[src/hdl/be3_pkg.sv]
// Shared types and constants for the 3x3 binary erosion unit.
`default_nettype none
package be3_pkg;

   localparam int MAX_WIDTH = 1024;
   localparam int MAX_HEIGHT = 1024;

   // column index into the line buffers
   localparam int COL_W = $clog2(MAX_WIDTH);
   // frame dimensions and the input row counter (runs one past the height during flush)
   localparam int DIM_W = 11;
   localparam int ROW_W = $clog2(MAX_HEIGHT);
   localparam int MASK_W = 9;
   localparam int PIX_W = 8;

   localparam logic [DIM_W-1:0] MAX_W_DIM = DIM_W'(MAX_WIDTH);
   localparam logic [DIM_W-1:0] MAX_H_DIM = DIM_W'(MAX_HEIGHT);
   localparam logic [DIM_W-1:0] MIN_DIM = DIM_W'(1);

   localparam logic [PIX_W-1:0] PIX_BACKGROUND = 8'd0;
   localparam logic [PIX_W-1:0] PIX_FOREGROUND = 8'd255;
   localparam logic [MASK_W-1:0] MASK_RESET = 9'h1FF;

   // register index, taken from paddr[3:2]
   typedef enum logic [1:0] {
      REG_ELEMENT_MASK = 2'd0,
      REG_FRAME_WIDTH  = 2'd1,
      REG_FRAME_HEIGHT = 2'd2,
      REG_UNUSED       = 2'd3
   } reg_index_type;

   // per-item control handed to the window stage
   typedef struct packed {
      logic zero_flag;
      logic interior;
   } win_ctl_type;

   // second stage of the pipe
   typedef struct packed {
      win_ctl_type ctl;
      logic emit;
      logic last;
      logic [COL_W-1:0] col;
   } stage_type;

endpackage
`default_nettype wire

[src/hdl/be3_ram.sv]
// Generic single-write, single-read RAM with registered read data.
`default_nettype none
module be3_ram #(
   parameter int WIDTH = 2,
   parameter int DEPTH = 1024
) (
   input  wire logic                     clock,
   input  wire logic                     wr_en,
   input  wire logic [$clog2(DEPTH)-1:0] wr_addr,
   input  wire logic [WIDTH-1:0]         wr_data,
   input  wire logic                     rd_en,
   input  wire logic [$clog2(DEPTH)-1:0] rd_addr,
   output logic      [WIDTH-1:0]         rd_data
);

   logic [WIDTH-1:0] mem_ff [DEPTH];

   always_ff @(posedge clock) begin
      if (wr_en) begin
         mem_ff[wr_addr] <= wr_data;
      end
      if (rd_en) begin
         rd_data <= mem_ff[rd_addr];
      end
   end

endmodule
`default_nettype wire

[src/hdl/be3_window.sv]
// 3x3 zero-flag window and the masked erosion decision.
`default_nettype none
module be3_window (
   input  wire logic                          clock,
   input  wire logic                          reset,
   input  wire logic                          advance,
   input  wire be3_pkg::win_ctl_type          ctl,
   input  wire logic                          top_flag,
   input  wire logic                          mid_flag,
   input  wire logic [be3_pkg::MASK_W-1:0]    element_mask,
   output logic      [be3_pkg::PIX_W-1:0]     eroded_value
);
   import be3_pkg::*;

   logic [MASK_W-1:0] window_ff;
   logic [MASK_W-1:0] window_in;

   // shift each row one cell toward bit 0, new column enters at the row's top bit
   assign window_in = {ctl.zero_flag, window_ff[8:7], mid_flag,
                       window_ff[5:4], top_flag, window_ff[2:1]};

   always_comb begin
      eroded_value = PIX_BACKGROUND;
      if (ctl.interior && ((window_in & element_mask) == '0)) begin
         eroded_value = PIX_FOREGROUND;
      end
   end

   always_ff @(posedge clock) begin
      if (reset) begin
         window_ff <= '0;
      end else if (advance) begin
         window_ff <= window_in;
      end
   end

endmodule
`default_nettype wire

[src/hdl/binary_erosion_3x3_unit.sv]
// Top level of the streaming 3x3 binary erosion unit.
//
//  channel | dir | handshake            | payload
//  --------+-----+----------------------+------------------------------------
//  req     | in  | tvalid/tready        | tdata: pixel_value, tuser: padding
//  rsp     | out | tvalid/tready        | tdata: eroded_value, tlast: frame_last
//  csr     | in  | APB psel/penable     | mask @0x0, width @0x4, height @0x8
//
//  One pixel per cycle sustained while rsp is not stalled. The pixel that completes a result is
//  registered in stage 1 with its line buffer read, then the window fills the output register.
//  Outputs trail inputs by one row plus one pixel; width+1 padding transfers flush a frame.
//  Reset is synchronous; line buffer contents are not cleared (stale reads only
//  reach border outputs). A stalled rsp holds one result while one more item is taken.
`default_nettype none
module binary_erosion_3x3_unit (
   input  wire logic        clock,
   input  wire logic        reset,
   // input stream
   input  wire logic        req_tvalid,
   output logic             req_tready,
   input  wire logic [7:0]  req_tdata,   // [7:0] pixel_value
   input  wire logic        req_tuser,   // [0] padding
   // result stream
   output logic             rsp_tvalid,
   input  wire logic        rsp_tready,
   output logic      [7:0]  rsp_tdata,   // [7:0] eroded_value
   output logic             rsp_tlast,   // frame_last
   // configuration
   input  wire logic        csr_psel,
   input  wire logic        csr_penable,
   input  wire logic        csr_pwrite,
   input  wire logic [3:0]  csr_paddr,
   input  wire logic [31:0] csr_pwdata,
   output logic      [31:0] csr_prdata,
   output logic             csr_pready
);
   import be3_pkg::*;

   // ---------------------------------------------------------------- config
   logic [MASK_W-1:0] mask_ff;
   logic [DIM_W-1:0]  width_ff;
   logic [DIM_W-1:0]  height_ff;
   logic              cfg_write;
   logic              geom_write;
   reg_index_type     cfg_index;
   logic [DIM_W-1:0]  cfg_dim;

   assign csr_pready = 1'b1;
   assign cfg_index = reg_index_type'(csr_paddr[3:2]);
   assign cfg_write = csr_psel && csr_penable && csr_pwrite && csr_pready;
   assign cfg_dim = csr_pwdata[DIM_W-1:0];
   assign geom_write = cfg_write &&
                       (cfg_index == REG_FRAME_WIDTH || cfg_index == REG_FRAME_HEIGHT);

   always_ff @(posedge clock) begin
      if (reset) begin
         mask_ff   <= MASK_RESET;
         width_ff  <= MAX_W_DIM;
         height_ff <= MAX_H_DIM;
      end else if (cfg_write) begin
         unique case (cfg_index)
            REG_ELEMENT_MASK: begin
               mask_ff <= csr_pwdata[MASK_W-1:0];
            end
            REG_FRAME_WIDTH: begin
               // saturate into 1..MAX_WIDTH
               if (cfg_dim == '0) width_ff <= MIN_DIM;
               else if (cfg_dim > MAX_W_DIM) width_ff <= MAX_W_DIM;
               else width_ff <= cfg_dim;
            end
            REG_FRAME_HEIGHT: begin
               if (cfg_dim == '0) height_ff <= MIN_DIM;
               else if (cfg_dim > MAX_H_DIM) height_ff <= MAX_H_DIM;
               else height_ff <= cfg_dim;
            end
            default: begin
            end
         endcase
      end
   end

   always_comb begin
      csr_prdata = '0;
      unique case (cfg_index)
         REG_ELEMENT_MASK: csr_prdata = 32'(mask_ff);
         REG_FRAME_WIDTH:  csr_prdata = 32'(width_ff);
         REG_FRAME_HEIGHT: csr_prdata = 32'(height_ff);
         default:          csr_prdata = '0;
      endcase
   end

   // ---------------------------------------------------------------- handshake
   logic      s1_valid_ff;
   stage_type s1_ff;
   logic      s1_go;
   logic      rsp_valid_ff;
   logic      accept;

   // a valid stage 1 moves on unless it carries a result and the output register is full and rsp is not ready
   assign s1_go = s1_valid_ff && (!s1_ff.emit || !rsp_valid_ff || rsp_tready);
   assign req_tready = !s1_valid_ff || s1_go;
   assign accept = req_tvalid && req_tready;

   // ---------------------------------------------------------------- stage 0: position
   logic [COL_W-1:0] in_col_ff, in_col_in;
   logic [DIM_W-1:0] in_row_ff, in_row_in;
   logic [COL_W-1:0] out_col_ff, out_col_in;
   logic [ROW_W-1:0] out_row_ff, out_row_in;

   logic [COL_W-1:0] col;
   logic [DIM_W-1:0] col_p1;
   logic [DIM_W-1:0] ocol_p1;
   logic [DIM_W-1:0] orow_p1;
   stage_type        s0;

   always_comb begin
      col = in_col_ff;
      if ({1'b0, in_col_ff} >= width_ff) col = '0;

      // pixels past the frame's last row are flush items
      s0.ctl.zero_flag = (in_row_ff < height_ff) &&
                         (req_tuser || req_tdata == PIX_BACKGROUND);
      s0.emit = (in_row_ff > DIM_W'(1)) || (in_row_ff == DIM_W'(1) && col != '0);
      s0.col  = col;

      ocol_p1 = {1'b0, out_col_ff} + DIM_W'(1);
      orow_p1 = DIM_W'(out_row_ff) + DIM_W'(1);
      s0.ctl.interior = (out_row_ff != '0) && (orow_p1 < height_ff) &&
                        (out_col_ff != '0) && (ocol_p1 < width_ff);
      s0.last = (orow_p1 >= height_ff) && (ocol_p1 >= width_ff);

      col_p1 = {1'b0, col} + DIM_W'(1);
      if (col_p1 >= width_ff) begin
         in_col_in = '0;
         in_row_in = in_row_ff + DIM_W'(1);
      end else begin
         in_col_in = col_p1[COL_W-1:0];
         in_row_in = in_row_ff;
      end

      out_col_in = out_col_ff;
      out_row_in = out_row_ff;
      if (s0.emit) begin
         if (s0.last) begin
            // frame done: everything starts over
            in_col_in  = '0;
            in_row_in  = '0;
            out_col_in = '0;
            out_row_in = '0;
         end else if (ocol_p1 >= width_ff) begin
            out_col_in = '0;
            out_row_in = out_row_ff + ROW_W'(1);
         end else begin
            out_col_in = ocol_p1[COL_W-1:0];
         end
      end
   end

   always_ff @(posedge clock) begin
      if (reset || geom_write) begin
         in_col_ff  <= '0;
         in_row_ff  <= '0;
         out_col_ff <= '0;
         out_row_ff <= '0;
      end else if (accept) begin
         in_col_ff  <= in_col_in;
         in_row_ff  <= in_row_in;
         out_col_ff <= out_col_in;
         out_row_ff <= out_row_in;
      end
   end

   always_ff @(posedge clock) begin
      if (reset) begin
         s1_valid_ff <= 1'b0;
      end else if (req_tready) begin
         s1_valid_ff <= req_tvalid;
      end
   end

   always_ff @(posedge clock) begin
      if (accept) begin
         s1_ff <= s0;
      end
   end

   // ---------------------------------------------------------------- line buffers
   // bit 1: older row flag, bit 0: newer row flag; both live at the column address
   logic [1:0] lb_rd_data;
   logic [1:0] lb_wr_data;

   // older <= newer, newer <= this pixel's flag
   assign lb_wr_data = {lb_rd_data[0], s1_ff.ctl.zero_flag};

   be3_ram #(
      .WIDTH (2),
      .DEPTH (MAX_WIDTH)
   ) u_line_buf (
      .clock   (clock),
      .wr_en   (s1_go),
      .wr_addr (s1_ff.col),
      .wr_data (lb_wr_data),
      .rd_en   (accept),
      .rd_addr (s0.col),
      .rd_data (lb_rd_data)
   );

   // ---------------------------------------------------------------- stage 1: window
   logic [PIX_W-1:0] eroded_value;

   be3_window u_window (
      .clock        (clock),
      .reset        (reset),
      .advance      (s1_go),
      .ctl          (s1_ff.ctl),
      .top_flag     (lb_rd_data[1]),
      .mid_flag     (lb_rd_data[0]),
      .element_mask (mask_ff),
      .eroded_value (eroded_value)
   );

   // ---------------------------------------------------------------- output register
   logic [PIX_W-1:0] rsp_data_ff;
   logic             rsp_last_ff;

   always_ff @(posedge clock) begin
      if (reset) begin
         rsp_valid_ff <= 1'b0;
      end else if (s1_go && s1_ff.emit) begin
         rsp_valid_ff <= 1'b1;
      end else if (rsp_tready) begin
         rsp_valid_ff <= 1'b0;
      end
   end

   always_ff @(posedge clock) begin
      if (s1_go && s1_ff.emit) begin
         rsp_data_ff <= eroded_value;
         rsp_last_ff <= s1_ff.last;
      end
   end

   assign rsp_tvalid = rsp_valid_ff;
   assign rsp_tdata  = rsp_data_ff;
   assign rsp_tlast  = rsp_last_ff;

endmodule
`default_nettype wire
[config.mk]
export PLATFORM = sky130hd
export DESIGN_NAME = binary_erosion_3x3_unit
export DESIGN_NICKNAME = d
export VERILOG_FILES = /design/src/hdl/be3_pkg.sv /design/src/hdl/be3_ram.sv /design/src/hdl/be3_window.sv /design/src/hdl/binary_erosion_3x3_unit.sv
export SDC_FILE = /design/constraint.sdc
export NUM_CORES = 2
export LEC_CHECK = 0
export ABC_AREA = 1
export BUFFER_PORTS_ARGS = -buffer_cell sky130_fd_sc_hd__buf_2
export CORE_ASPECT_RATIO = 1.5
export CORE_MARGIN = 2
export CORE_UTILIZATION = 45
export DETAILED_ROUTE_END_ITERATION = 12
export GPL_TIMING_DRIVEN = 1
export PLACE_DENSITY_LB_ADDON = 0.05
export SLEW_MARGIN = 25
export SYNTH_ARGS = -nofsm -noshare
export SYNTH_HDL_FRONTEND = slang
export SYNTH_HIERARCHICAL = 1
export SYNTH_SLANG_ARGS = --single-unit
export TNS_END_PERCENT = 10
[constraint.sdc]
create_clock -name clock -period 44.8 [get_ports clock]
set_input_delay 6.72 -clock clock [delete_from_list [all_inputs] [get_ports clock]]
set_output_delay 6.72 -clock clock [all_outputs]
set_load 0.01 [all_outputs]
==> flow_summary.yaml <==
yosys:
  ys_seq_elements: 2153
  synthArstFlopShare: 0
  synth_cell_type_count: 40
  synth_area_mm2: 0.09362
  synth_warnings: 6
  netlist_instances: 8904
  avgSynthCellArea_um2: 10.51
  synth_edf_count: 2073
  yosysSeqAreaShare: 0.6820
  synth.area.top_cells: "edfxtp_1, nand3_1, nand2_1"
  yosys.area.top_type: "edfxtp_1"
  synth_top_area_frac: 0.6649
  synth_ff_type: "edfxtp_1"
cells_and_area:
  regArea_mm2: 0.06385
  multiInputGateArea_mm2: 0.02625
  fillers: 19230
  drive_gt1_frac: 0.05814
  area_growth_pct: 8.921
  num-nets-final: 8736
  mostFrequentLayoutCell: "nand2_1"
  final_cell_mix: "nand2_1, nand3_1, edfxtp_1"
  utilization: 0.4920
floorplanning:
  dieArea_mm2: 0.2118
  ios: 96
  die_h_um: 562.6
  row_count: 205
  start_util: 0.4517
  core_area_mm2: 0.2072
  die_x_um: 376.4
cts:
  ctsHoldBuffers: 0
  cts_buffers: 209
  cts_buffer_depth: 4
  cts.sink_count: 2153
  cts_max_level: 4
  insertion_delay_ps: 870
  cts_root_buffer: "clkbuf_16"
  cts-resized-gates: 0
  clk_pin_slew_ps: 60
  cts_tree: "yes"
  post_cts.repair.setup_buffers: 0
timing:
  slew_headroom: 0.2181
  max_freq_mhz: 68.83
  period_needed_ps: 14530
  tns_ps: 0
  finalCritPeriodShare: 0.3243
  final-max-slew-violation-count: 0
  hold_slack_ps: 480.8
  hold_viol: 0
  skew_ps: 46.51
  finalSetupViolations: 0
  worst_pin_slew_ps: 1173
  rsz0062_at_grt: "no"
placed_design:
  dp_hpwl_mm: 141.3
  portBuffers: 50
  gp_congestion: 0.8382
worst_setup_path:
  worst_setup_path_start_kind: "input port"
  cpPeakStageDelay_ps: 420
  cp.depth: 8
  r2r_start: "in_col_ff[2]"
  rrSetupSlack_ps: 37880
  r2r_cells: 24
  startpoint: "csr_paddr[3]"
  crit_type: "in -> out"
  critPathRequiredTime_ps: 38080
  path_max_fanout: 12
  critical_path_buf_inv_count: 4
  critPathTopFamily: "adder cells"
  worstPathCellList: "buf_2, inv_1, ha_1, nand2_1, nand3_1, nand2_1, inv_1, buf_2"
  crit_slowest_cell: "ha_1"
  crit_arrival_ps: 7810
  critPathCaptureType: "primary output"
power:
  swShare: 0.2304
  intPower_mw: 3.222
  pwr-share-clk: 0.401
  p_leak_nw: 34.92
  p_sw_mw: 0.9646
  seqPwrFrac: 0.531
  combPwrFrac: 0.068
  ir_drop_v: 0.00003159
  finalPower_mw: 4.186
  pwr_density_cell_mw_per_mm2: 41.05
global_routing:
  grt_start_max_net_pins: 231
  grt_pass1_wl_mm: 410.1
  grt_overflow: 0
  track_usage: 0.2623
  grt_pass1_vias: 65470
  antenna_found_initial: 5
drt:
  drt_iter0_drc: 5413
  viasPerCell: 5.652
  final_antenna_net_count: 0
  dr_total_vias: 64810
  drt-total-wl_mm: 280.1
  wl_per_cell_um: 24.43
  drc: 0
  dr.pass1.iters: 5
flow_run:
  cap_violations: 0
worst_hold_path:
  hold_start: "u_window/window_ff[7]"
  hold_class: "reg -> reg"
  hold_path_depth: 2
status:
  status: "finished, final reports clean"
-- cell families (layout without fill, tap and decap cells) --
kind of cell / Yosys count / after routing / share of synthesized area
and+or+nand+nor: 5659 / 5659 / 0.2572
DFF: 2153 / 2153 / 0.6820
buffers and inverters: 863 / 711 / 0.04199
AOI/OAI and AO/OA: 139 / 139 / 0.007845
adders and majority gates: 65 / 65 / 0.008687
xor gates and xnor gates: 23 / 23 / 0.002152
other: 2 / 25 / 0.00008022
-- area by class of cell --
type                            count  share of cell area
Antenna cell                        3          0.00007362
Clock buffer                      262             0.05445
Clock inverter                    102            0.007509
Inverter                          170            0.006712
Multi-Input combinational cell   5908              0.2574
Sequential cell                  2153              0.6262
Tap cell                         2691             0.03302
Timing Repair Buffer              177             0.01464
-- synth_stat cells (21+ instances only) --
| cell | instances |
|---|---|
| nor3_1 | 31 |
| nand2_1 | 2356 |
| buf_2 | 260 |
| buf_4 | 82 |
| clkbuf_1 | 274 |
| nor2_1 | 1116 |
| o21ai_0 | 45 |
| a21oi_1 | 83 |
| buf_1 | 69 |
| ha_1 | 65 |
| nand3_1 | 2113 |
| inv_1 | 158 |
| dfxtp_1 | 80 |
| xor2_1 | 21 |
| edfxtp_1 | 2073 |
-- worst min-delay path, stage by stage, from the launching register on --
cell and delay, ps:
dfxtp_1 310, nand2_1 60, a21oi_1 60
-- per-stage QoR --
step / instance area, um^2 / std cells / setup slack, ps
after CTS: 101900 / 11460 / 30270
final: 102000 / 11470 / 30270
after detailed placement: 95610 / 11100 / 30280
after global placement: 95530 / 11100 / 30290
after floorplan: 93700 / 8924 / 30080
after global routing: 102000 / 11460 / 30180
-- sequential cells by signal (all words and copies together), names as in the netlist --
| register | cells |
|---|---|
| rsp_tdata | 8 |
| out_col_ff | 10 |
| in_col_ff | 10 |
| u_window/window_ff | 6 |
| height_ff | 11 |
| in_row_ff | 11 |
| rsp_tvalid | 1 |
| s1_ff | 13 |
| out_row_ff | 10 |
| u_line_buf/rd_data | 2 |
| s1_valid_ff | 1 |
| u_line_buf/mem_ff | 2048 |
| width_ff | 11 |
| mask_ff | 9 |
| lb_wr_data | 1 |
| rsp_tlast | 1 |
-- metal layers --
metal | vias up | track usage | share of wire
li1 | 30140 | - | -
met1 | 32500 | 0.3267 | 0.40
met2 | 1726 | 0.4759 | 0.51
met3 | 446 | 0.02622 | 0.051
met4 | 0 | 0.08595 | 0.034
met5 | - | 0 | 0
-- path summary, 6_finish.rpt --
check / end
worst min register to register: u_window/window_ff[7]
worst max register to register: u_line_buf/rd_data[1]
worst min-delay path: u_window/window_ff[7]
worst max-delay path: csr_prdata[6]
-- power by group through the flow --
stage	clock (mW)	combinational [mW]	sequential, mW
6_report	1.68	0.283	2.22
5_1_grt	1.79	0.315	2.22
4_1_cts	1.72	0.286	2.22
3_5_place_dp	0	0.285	2.27
3_3_place_gp	0	0.282	2.27
2_1_floorplan	0	0.175	2.33
Power figures use the tool's default switching activity.
